### src/rtl/wsv_pkg.sv
// Package for windowed_sample_variance: field widths, reset constants
// and the back-end state type. No dependencies.
`default_nettype none
package wsv_pkg;
    localparam int SAMPLE_W       = 16;
    localparam int CFG_W          = 13;
    localparam int OUT_W          = 40;
    localparam int FRAC_W         = 8;
    localparam int MAX_WINDOW_DEF = 4096;
    localparam int QUEUE_DEPTH    = 2;
    localparam logic [CFG_W-1:0] CFG_RESET = 13'd1000;

    typedef enum logic [2:0] {
        S_IDLE,
        S_MUL1,
        S_MUL2,
        S_SUB,
        S_DIV,
        S_OUT
    } t_bstate;
endpackage
`default_nettype wire

### src/rtl/wsv_front.sv
// Front end: window length register, per-window count, sum and sum of squares.
// Pushes one closed window per item into the queue. Uses wsv_pkg.
`default_nettype none
module wsv_front #(
    parameter int MAX_WINDOW = wsv_pkg::MAX_WINDOW_DEF,
    parameter int W_CNT      = $clog2(MAX_WINDOW + 1),
    parameter int W_SUM      = wsv_pkg::SAMPLE_W + $clog2(MAX_WINDOW),
    parameter int W_SQ       = 2 * wsv_pkg::SAMPLE_W - 1 + $clog2(MAX_WINDOW),
    parameter int W_ENT      = W_CNT + W_SUM + W_SQ
) (
    input  wire logic                                i_clk,
    input  wire logic                                i_rst_n,
    input  wire logic                                i_cfg_valid,
    input  wire logic [wsv_pkg::CFG_W-1:0]           i_cfg_data,
    input  wire logic                                i_valid,
    input  wire logic signed [wsv_pkg::SAMPLE_W-1:0] i_sample,
    input  wire logic                                i_full,
    output logic                                     o_push,
    output logic [W_ENT-1:0]                         o_push_data
);
    import wsv_pkg::*;

    localparam int W_LEN = (W_CNT > CFG_W) ? W_CNT : CFG_W;

    logic [CFG_W-1:0]        r_len;
    logic [W_CNT-1:0]        r_cnt, n_cnt;
    logic signed [W_SUM-1:0] r_sum, n_sum;
    logic [W_SQ-1:0]         r_sq, n_sq;
    logic [W_LEN-1:0]        eff;
    logic [SAMPLE_W-1:0]     ax;
    logic [2*SAMPLE_W-1:0]   ax_sq;
    logic                    accept, close;

    always_comb begin
        eff = W_LEN'(r_len);
        if (eff < W_LEN'(2)) begin
            eff = W_LEN'(2);
        end
        if (eff > W_LEN'(MAX_WINDOW)) begin
            eff = W_LEN'(MAX_WINDOW);
        end
    end

    always_comb begin
        ax     = i_sample[SAMPLE_W-1] ? (~i_sample + 1'b1) : i_sample;
        ax_sq  = ax * ax;
        n_cnt  = r_cnt + W_CNT'(1);
        n_sum  = r_sum + {{(W_SUM-SAMPLE_W){i_sample[SAMPLE_W-1]}}, i_sample};
        n_sq   = r_sq + W_SQ'(ax_sq);
        close  = W_LEN'(n_cnt) >= eff;
        accept = i_valid && !i_full;
        o_push = accept && close;
        o_push_data = {n_cnt, n_sum, n_sq};
    end

    always_ff @(posedge i_clk) begin
        if (!i_rst_n) begin
            r_len <= CFG_RESET;
            r_cnt <= '0;
            r_sum <= '0;
            r_sq  <= '0;
        end else begin
            if (i_cfg_valid) begin
                r_len <= i_cfg_data;
            end
            if (accept) begin
                if (close) begin
                    r_cnt <= '0;
                    r_sum <= '0;
                    r_sq  <= '0;
                end else begin
                    r_cnt <= n_cnt;
                    r_sum <= n_sum;
                    r_sq  <= n_sq;
                end
            end
        end
    end
endmodule
`default_nettype wire

### src/rtl/wsv_fifo.sv
// Short queue of closed windows between front and back end.
// Show-ahead read. Uses wsv_pkg for the default depth.
`default_nettype none
module wsv_fifo #(
    parameter int WIDTH = 8,
    parameter int DEPTH = wsv_pkg::QUEUE_DEPTH
) (
    input  wire logic             i_clk,
    input  wire logic             i_rst_n,
    input  wire logic             i_push,
    input  wire logic [WIDTH-1:0] i_data,
    input  wire logic             i_pop,
    output logic [WIDTH-1:0]      o_data,
    output logic                  o_full,
    output logic                  o_empty
);
    import wsv_pkg::*;

    localparam int W_PTR = (DEPTH > 1) ? $clog2(DEPTH) : 1;
    localparam int W_FCNT = $clog2(DEPTH + 1);

    logic [WIDTH-1:0]  r_mem [DEPTH];
    logic [W_PTR-1:0]  r_wp, r_rp;
    logic [W_FCNT-1:0] r_count;

    assign o_full  = r_count == W_FCNT'(DEPTH);
    assign o_empty = r_count == '0;
    assign o_data  = r_mem[r_rp];

    always_ff @(posedge i_clk) begin
        if (i_push) begin
            r_mem[r_wp] <= i_data;
        end
    end

    always_ff @(posedge i_clk) begin
        if (!i_rst_n) begin
            r_wp    <= '0;
            r_rp    <= '0;
            r_count <= '0;
        end else begin
            if (i_push) begin
                r_wp <= (r_wp == W_PTR'(DEPTH - 1)) ? '0 : r_wp + W_PTR'(1);
            end
            if (i_pop) begin
                r_rp <= (r_rp == W_PTR'(DEPTH - 1)) ? '0 : r_rp + W_PTR'(1);
            end
            if (i_push && !i_pop) begin
                r_count <= r_count + W_FCNT'(1);
            end else if (!i_push && i_pop) begin
                r_count <= r_count - W_FCNT'(1);
            end
        end
    end
endmodule
`default_nettype wire

### src/rtl/wsv_back.sv
// Back end: numerator and denominator products, restoring divider for the
// Q.8 quotient, saturation and output register. Uses wsv_pkg.
`default_nettype none
module wsv_back #(
    parameter int W_CNT = 13,
    parameter int W_SUM = 28,
    parameter int W_SQ  = 43,
    parameter int W_ENT = W_CNT + W_SUM + W_SQ
) (
    input  wire logic                       i_clk,
    input  wire logic                       i_rst_n,
    input  wire logic                       i_empty,
    input  wire logic [W_ENT-1:0]           i_data,
    output logic                            o_pop,
    output logic                            o_valid,
    input  wire logic                       i_stall,
    output logic [wsv_pkg::OUT_W-1:0]       o_variance_q8
);
    import wsv_pkg::*;

    localparam int W_PROD = W_SQ + W_CNT;
    localparam int W_SQM  = 2 * W_SUM;
    localparam int W_NUM  = (W_PROD > W_SQM) ? W_PROD : W_SQM;
    localparam int W_DEN  = 2 * W_CNT;
    localparam int W_DIVD = W_PROD + FRAC_W;
    localparam int W_DC   = $clog2(W_DIVD + 1);

    t_bstate r_state, n_state;

    logic [W_CNT-1:0]        r_n;
    logic signed [W_SUM-1:0] r_sum;
    logic [W_SQ-1:0]         r_sumsq;
    logic [W_PROD-1:0]       r_prod;
    logic [W_SQM-1:0]        r_sqm;
    logic [W_DEN-1:0]        r_den, r_rem;
    logic [W_DIVD-1:0]       r_quo;
    logic [W_DC-1:0]         r_dcnt;
    logic [W_SUM-1:0]        mag;
    logic [W_NUM-1:0]        num;
    logic [W_DEN:0]          trial;
    logic                    ge;

    always_ff @(posedge i_clk) begin
        if (!i_rst_n) begin
            r_state <= S_IDLE;
        end else begin
            r_state <= n_state;
        end
    end

    always_comb begin
        n_state = r_state;
        o_pop   = 1'b0;
        o_valid = 1'b0;
        case (r_state)
            S_IDLE: begin
                if (!i_empty) begin
                    o_pop   = 1'b1;
                    n_state = S_MUL1;
                end
            end
            S_MUL1: n_state = S_MUL2;
            S_MUL2: n_state = S_SUB;
            S_SUB:  n_state = S_DIV;
            S_DIV: begin
                if (r_dcnt == W_DC'(1)) begin
                    n_state = S_OUT;
                end
            end
            S_OUT: begin
                o_valid = 1'b1;
                if (!i_stall) begin
                    n_state = S_IDLE;
                end
            end
            default: n_state = S_IDLE;
        endcase
    end

    always_comb begin
        mag   = r_sum[W_SUM-1] ? W_SUM'(-r_sum) : W_SUM'(r_sum);
        num   = (W_NUM'(r_prod) >= W_NUM'(r_sqm)) ? W_NUM'(r_prod) - W_NUM'(r_sqm) : '0;
        trial = {r_rem, r_quo[W_DIVD-1]};
        ge    = trial >= {1'b0, r_den};
    end

    always_ff @(posedge i_clk) begin
        case (r_state)
            S_IDLE: begin
                {r_n, r_sum, r_sumsq} <= i_data;
            end
            S_MUL1: begin
                r_prod <= W_PROD'(r_n) * W_PROD'(r_sumsq);
                r_den  <= W_DEN'(r_n) * W_DEN'(r_n - W_CNT'(1));
            end
            S_MUL2: begin
                r_sqm <= W_SQM'(mag) * W_SQM'(mag);
            end
            S_SUB: begin
                r_quo  <= {W_PROD'(num), {FRAC_W{1'b0}}};
                r_rem  <= '0;
                r_dcnt <= W_DC'(W_DIVD);
            end
            S_DIV: begin
                r_quo  <= {r_quo[W_DIVD-2:0], ge};
                r_rem  <= ge ? W_DEN'(trial - {1'b0, r_den}) : trial[W_DEN-1:0];
                r_dcnt <= r_dcnt - W_DC'(1);
            end
            default: ;
        endcase
    end

    assign o_variance_q8 = (|r_quo[W_DIVD-1:OUT_W]) ? {OUT_W{1'b1}} : r_quo[OUT_W-1:0];
endmodule
`default_nettype wire

### src/rtl/windowed_sample_variance.sv
// windowed_sample_variance top level: front accumulator, window queue, divider back end.
// Front takes one sample per cycle while the queue is not full; the back end works on one window at a time
// (three product/subtract steps, then the divider with one quotient bit per cycle).
// Result is valid once the window has left the queue and passed those steps, plus queue wait and stalls.
// Windows shorter than the back end's work per window fill the two-entry queue and stall the input.
// Synchronous active-low reset clears accumulators, queue and back end; length = 1000.
`default_nettype none
module windowed_sample_variance #(
    parameter int MAX_WINDOW = wsv_pkg::MAX_WINDOW_DEF
) (
    input  wire logic                                i_clk,
    input  wire logic                                i_rst_n,
    input  wire logic                                i_cfg_valid,
    output logic                                     o_cfg_ready,
    input  wire logic [wsv_pkg::CFG_W-1:0]           i_cfg_data,
    input  wire logic                                i_valid,
    output logic                                     o_stall,
    input  wire logic signed [wsv_pkg::SAMPLE_W-1:0] i_sample,
    output logic                                     o_valid,
    input  wire logic                                i_stall,
    output logic [wsv_pkg::OUT_W-1:0]                o_variance_q8
);
    import wsv_pkg::*;

    localparam int W_CNT = $clog2(MAX_WINDOW + 1);
    localparam int W_SUM = SAMPLE_W + $clog2(MAX_WINDOW);
    localparam int W_SQ  = 2 * SAMPLE_W - 1 + $clog2(MAX_WINDOW);
    localparam int W_ENT = W_CNT + W_SUM + W_SQ;

    logic             push, pop, full, empty;
    logic [W_ENT-1:0] push_data, pop_data;

    assign o_cfg_ready = 1'b1;
    assign o_stall     = full;

    wsv_front #(
        .MAX_WINDOW (MAX_WINDOW),
        .W_CNT      (W_CNT),
        .W_SUM      (W_SUM),
        .W_SQ       (W_SQ),
        .W_ENT      (W_ENT)
    ) u_front (
        .i_clk       (i_clk),
        .i_rst_n     (i_rst_n),
        .i_cfg_valid (i_cfg_valid),
        .i_cfg_data  (i_cfg_data),
        .i_valid     (i_valid),
        .i_sample    (i_sample),
        .i_full      (full),
        .o_push      (push),
        .o_push_data (push_data)
    );

    wsv_fifo #(
        .WIDTH (W_ENT),
        .DEPTH (QUEUE_DEPTH)
    ) u_fifo (
        .i_clk   (i_clk),
        .i_rst_n (i_rst_n),
        .i_push  (push),
        .i_data  (push_data),
        .i_pop   (pop),
        .o_data  (pop_data),
        .o_full  (full),
        .o_empty (empty)
    );

    wsv_back #(
        .W_CNT (W_CNT),
        .W_SUM (W_SUM),
        .W_SQ  (W_SQ),
        .W_ENT (W_ENT)
    ) u_back (
        .i_clk         (i_clk),
        .i_rst_n       (i_rst_n),
        .i_empty       (empty),
        .i_data        (pop_data),
        .o_pop         (pop),
        .o_valid       (o_valid),
        .i_stall       (i_stall),
        .o_variance_q8 (o_variance_q8)
    );

    a_no_overflow: assert property (@(posedge i_clk) disable iff (!i_rst_n)
        !(push && full))
        else $error("window pushed into full queue");

    a_no_underflow: assert property (@(posedge i_clk) disable iff (!i_rst_n)
        !(pop && empty))
        else $error("window popped from empty queue");

    a_pop_idle_out: assert property (@(posedge i_clk) disable iff (!i_rst_n)
        pop |-> !o_valid ##1 !o_valid)
        else $error("back end took a window while a result was pending");
endmodule
`default_nettype wire

### config.mk
export PLATFORM = sky130hd
export DESIGN_NAME = windowed_sample_variance
export DESIGN_NICKNAME = d
export VERILOG_FILES = /design/src/rtl/wsv_pkg.sv /design/src/rtl/wsv_front.sv /design/src/rtl/wsv_fifo.sv /design/src/rtl/wsv_back.sv /design/src/rtl/windowed_sample_variance.sv
export SDC_FILE = /design/constraint.sdc
export NUM_CORES = 2
export LEC_CHECK = 0
export BUFFER_PORTS_ARGS = -buffer_cell sky130_fd_sc_hd__buf_4
export CORE_MARGIN = 2
export CORE_UTILIZATION = 70
export DETAILED_ROUTE_END_ITERATION = 12
export PLACE_DENSITY = 0.87
export RECOVER_POWER = 50
export REMOVE_ABC_BUFFERS = 1
export SKIP_CTS_REPAIR_TIMING = 1
export SYNTH_ARGS = -nofsm -noshare
export SYNTH_HDL_FRONTEND = slang
export SYNTH_HIERARCHICAL = 1
export SYNTH_SLANG_ARGS = --single-unit
### constraint.sdc
create_clock -name i_clk -period 21.9 [get_ports i_clk]
set_input_delay 2.19 -clock i_clk [delete_from_list [all_inputs] [get_ports i_clk]]
set_output_delay 2.19 -clock i_clk [all_outputs]
set_load 0.02 [all_outputs]
### After elaboration in Yosys (flattened, before gate mapping)

Memories as Yosys holds them, arrays and structs flattened. A register that Yosys moved wholly into a read port is not among the register bits.
Cells that the tools add are included.

* bits in registers: 339
* bits in writable memories: 168
* input bits: 34
* output and inout port bits: 43
* memories: 1

Memories
* u_fifo.r_mem: words 2, bits a word 84, rd ports 1, clocked after Yosys merged registers in 1, wr ports 1, RTL line wsv_fifo.sv:22 `logic [WIDTH-1:0] r_mem [DEPTH];`

* add/sub/neg operators: 13
* $mul: 4
* $lt $le $gt $ge: 5
* equal/unequal tests: 10
* multiplexer cells: 26
* bitwise operators: 1
* reduce and logical (&&, ||, !) cells: 13

Operators by type and width (number)
* $pmux 64 s2: 1
* $ge 56x56->1: 1
* $mul 13x43->56: 1
* $mul 28x28->56: 1
* $mux 28: 2
* $mux 56: 1
* $sub 56x56->56: 1
* $pmux 26 s2: 1
* $add 43x32->43: 1
* $mux 43: 1
* $mux 40: 1
* $mux 13: 3
* $mul 16x16->32: 1
* $add 28x28->28: 1
* $neg 28->28: 1
* $ge 27x26->1: 1
* $mul 13x26->26: 1
* $mux 26: 1
* $sub 26x26->26: 1
* $reduce_or 24->1: 1
* $pmux 3 s6: 1
* $add 16x1->16 const B: 1
* $mux 16: 1
* $not 16->16: 1
* other kinds (26): 45

### Longest topological paths before layout

* word-level depth: 10
* depth in mapped cells: 37
* mapped depth without buffers: 34

### Cells and area by module

Netlist, hierarchy kept.

Modules (own cells, without submodules)
* wsv_back: times used 1, cells each 6575, area an instance 61801.8 µm², seq. area each 9579.2 µm²
* wsv_front: times used 1, cells each 1679, area an instance 14236.2 µm², seq. area each 1941.9 µm²
* wsv_fifo: times used 1, cells each 283, area an instance 6298.5 µm², seq. area each 5144.9 µm²
* windowed_sample_variance: times used 1, cells each 2, area an instance 11.3 µm², seq. area each 0.0 µm²

### Worst setup path after synthesis

Ideal clock, no wire load.

* path kind: input to register
* start point: in i_sample[0] (netlist bit)
* end point: reg u_front.r_sq[36]
* arrival: 9.601 ns
* slack: 12.182 ns
* cell stages on the path: 34
* cells stage by stage: buf_4 clkinv_1 ha_1 nand2_1 or3_1 or2_2 o41ai_1 xor2_1 inv_2 nand2_1 inv_2 fa_1 inv_1 fa_1 fa_1 inv_1 fa_1 inv_1 fa_1 inv_1 fa_1 ha_1 buf_6 a21oi_1 o21a_1 o221ai_1 a211o_1 a21bo_1 o31a_1 a31o_1 buf_6 nand3_2 xnor2_1 a22o_1

* longest elaborated chain between the ends: 6

RTL lines
* start: declaration: RTL line windowed_sample_variance.sv:18 `input wire logic signed [wsv_pkg::SAMPLE_W-1:0] i_sample,`
* $not 16->16: RTL line wsv_front.sv:45 `ax = i_sample[SAMPLE_W-1] ? (~i_sample + 1'b1) : i_sample;`
* $add 16x1->16: RTL line wsv_front.sv:45
* $mux 16 *: RTL line wsv_front.sv:45
* $mul 16x16->32 *: RTL line wsv_front.sv:46 `ax_sq = ax * ax;`
* $add 43x32->43 *: RTL line wsv_front.sv:49 `n_sq = r_sq + W_SQ'(ax_sq);`
* net push_data[36]: RTL line windowed_sample_variance.sv:31 `logic [W_ENT-1:0] push_data, pop_data;`
* $mux 43 *: RTL line wsv_front.sv:67 `if (close) begin`
* end signal: assignment: RTL line wsv_front.sv:74 `r_sq <= n_sq;`
* end: declaration: RTL line wsv_front.sv:28 `logic [W_SQ-1:0] r_sq, n_sq;`

The timed path passes the listed nets; every way through them passes the cells marked *.
A chain may end at the register's enable or synchronous reset.

### Final worst setup path

* start point: reg u_back.r_sum[0]
* end point: reg u_back.r_sqm[53], data pin

* longest elaborated chain between the ends: 3

RTL lines
* start: declaration: RTL line wsv_back.sv:31 `logic signed [W_SUM-1:0] r_sum;`
* start signal: assignment: RTL line wsv_back.sv:90 `{r_n, r_sum, r_sumsq} <= i_data;`
* $neg 28->28: RTL line wsv_back.sv:81 `mag = r_sum[W_SUM-1] ? W_SUM'(-r_sum) : W_SUM'(r_sum);`
* $mux 28 *: RTL line wsv_back.sv:81
* $mul 28x28->56 *: RTL line wsv_back.sv:97 `r_sqm <= W_SQM'(mag) * W_SQM'(mag);`
* end signal: assignment: RTL line wsv_back.sv:97
* end: declaration: RTL line wsv_back.sv:34 `logic [W_SQM-1:0] r_sqm;`

Mark *: on every way between the ends. The rest lies on a longest branch, timed or not.

==> flow_summary.ini <==
[logic_synthesis]
synth_top_cell_by_area = fa_1
synth.avg_cell_area_um2 = 9.64
synth.distinct_cells = 100
yosysSeqAreaShare = 0.202
yosys_most_used_dff = edfxtp_1
async_flop_share = 0
synthTopCellsByArea = fa_1 34%, edfxtp_1 18%, ha_1 9.9%
synth_edf_count = 485
synth_area_um2 = 82300
synthCells = 8539
netlist.area_leader.share = 0.336
synth-seq-cells = 590
ys_warn_count = 6

[sta]
fmax_mhz = 86.7
worst_pin_slew_ns = 3.90
tns_ns = 0
min_period_over_period = 0.527
fin_crit_ns = 11.53
setup_viol = 0
slew_violations = 666
rsz0062_at_grt = false
slew_headroom = -1.60
finClkSkew_ns = 0.0669
finalHoldViolations = 0

[clocking]
cts_made_buffers = 68
cts_tree = built
clock-root-buffer = clkbuf_16
cts_max_level = 3
clk_latency_ns = 0.67
cts_sinks = 590
cts.clk_slew.worst_paths_ns = 0.07
cts_buffer_depth = 3

[routing]
drt-total-wl_um = 222000
drc = 0
drt_first_iter_violations = 5952
antenna_left = 0
routedWlPerCell_um = 22.1
via_per_inst = 6.11
vias = 61400
firstDrtPassIters = 6

[worst_setup_path]
cp.required_ns = 22.31
end_kind = flip-flop
crit_path_frequent_cell = inv_1
max_stage_delay_ns = 0.75
crit_fanout = 23
crit_arrival_ns = 11.94
start_kind = flip-flop
crit_type = reg -> reg
cp_slowest_cell = edfxtp_1

[placement]
port_buffers = 75
globalplace.congestion = 1.01
place_area_um2 = 84300
hpwlAfterDp_um = 171000

[global_route]
grt_pass1_wl_um = 356000
grt-ovfl-total = 0
grt_max_degree = 81
antenna_found_initial = 5
grt_use_total = 0.381
grt_pass1_vias = 66100

[status]
violations = max-capacitance violations, max-slew violations
status = complete, but fails checks

[layout]
layout_common_cells = 1891 x inv_1, 1381 x fa_1, 885 x nand2_1
drive_gt1_frac = 0.0464
post-route-util = 0.744
final_common_cell = inv_1
area_delta_synth_final_pct = 5.13
postLayoutCellArea_um2 = 86600
nNetsFinal = 10500

[floorplan]
start_util = 0.708
die_h_um = 347
core_um2 = 116000
die_area_um2 = 120000
io-pin-count = 77
rows = 125
die_w_um = 347

[min_path]
hold_path.class = reg -> reg

[flow_run]
drv_cap = 15
==> metrics by stage <==
stage	setup WS, ns	std cells	hold WS (ns)
after floorplan	12.12	8225	0.441
after global placement	10.87	9906	0.451
after detailed placement	10.63	9906	0.458
after CTS	10.58	10000	0.472
after global routing	9.93	10000	0.490
final	10.37	10000	0.472
==> cell type report <==
cell class	count	area, µm²
Sequential cell	590	16700
Clock inverter	48	579
Clock buffer	78	1760
Antenna cell	2	5.00
Inverter	1920	7210
Tap cell	1524	1910
Timing Repair Buffer	157	1120
Fill cell	7794	29800
Multi-Input combinational cell	5715	57300
==> Yosys cell counts (45+ instances only) <==
cell	number
fa_1	1381
clkbuf_1	296
nor2_1	411
inv_1	1891
mux2_2	85
nor2b_1	115
dfxtp_1	105
a21oi_1	293
nand2b_1	122
or3_1	63
o21ai_0	165
a21o_1	148
xnor2_1	218
nand2_1	885
and2_1	260
xor2_1	111
ha_1	652
nand3_1	92
o31ai_1	59
nand4_1	45
edfxtp_1	485
==> state kept, by name, indices dropped and copies added (netlist names), named ones only <==
| register | flops |
|---|---|
| u_back/r_den | 25 |
| u_fifo/r_count | 2 |
| u_back/r_sqm | 55 |
| u_back/r_dcnt | 7 |
| u_fifo/r_rp | 1 |
| u_front/r_sq | 43 |
| u_front/r_cnt | 13 |
| u_back/r_state | 3 |
| u_back/r_quo | 64 |
| u_back/r_sumsq | 43 |
| u_back/r_rem | 26 |
| u_fifo/r_mem | 168 |
| u_front/r_sum | 28 |
| u_fifo/r_wp | 1 |
| u_back/r_n | 13 |
| u_front/r_len | 13 |
| u_back/r_prod | 56 |
| u_back/r_sum | 28 |
==> layer usage <==
metal	vias to the layer above	track usage	share of wire
met5	-	0	0.000058
met4	2	0.230	0.075
met3	893	0.0720	0.10
met2	3495	0.608	0.46
met1	30500	0.487	0.36
li1	26500	-	-
==> worst max-delay path, delay by kind of cell (launching register included) <==
family / cells / cell delay, ns
buffers and inverters: 10 / 1.67
flip-flops: 1 / 0.75
AO/OA/AOI/OAI: 9 / 2.40
AND/OR/NAND/NOR: 4 / 1.45
adder cells (fa/ha/maj): 9 / 4.28
XOR/XNOR: 2 / 0.71
==> worst paths after layout <==
check / slack, ns / endpoint / cells after the start / startpoint
worst max-delay path: 10.37 / u_back/r_sqm[53] / 34 / u_back/r_sum[0]
worst min-delay path: 0.47 / u_front/r_sq[8] / 2 / u_front/r_sq[8]
worst max register to register: 10.37 / u_back/r_sqm[53] / 34 / u_back/r_sum[0]
worst min register to register: 0.47 / u_front/r_sq[8] / 2 / u_front/r_sq[8]
==> cells by family after synthesis <==
logic type / share of synthesized area
buffers and inverters: 0.105
and+or+nand+nor: 0.124
adders and majority gates: 0.435
AOI/OAI and AO/OA: 0.0834
DFF: 0.202
xor gates and xnor gates: 0.0362
muxes: 0.0142
other: 0.000228
Power is left out: the tool's default activity adds up to more than one toggle a clock period on the data nets, which glitch-free logic cannot reach.
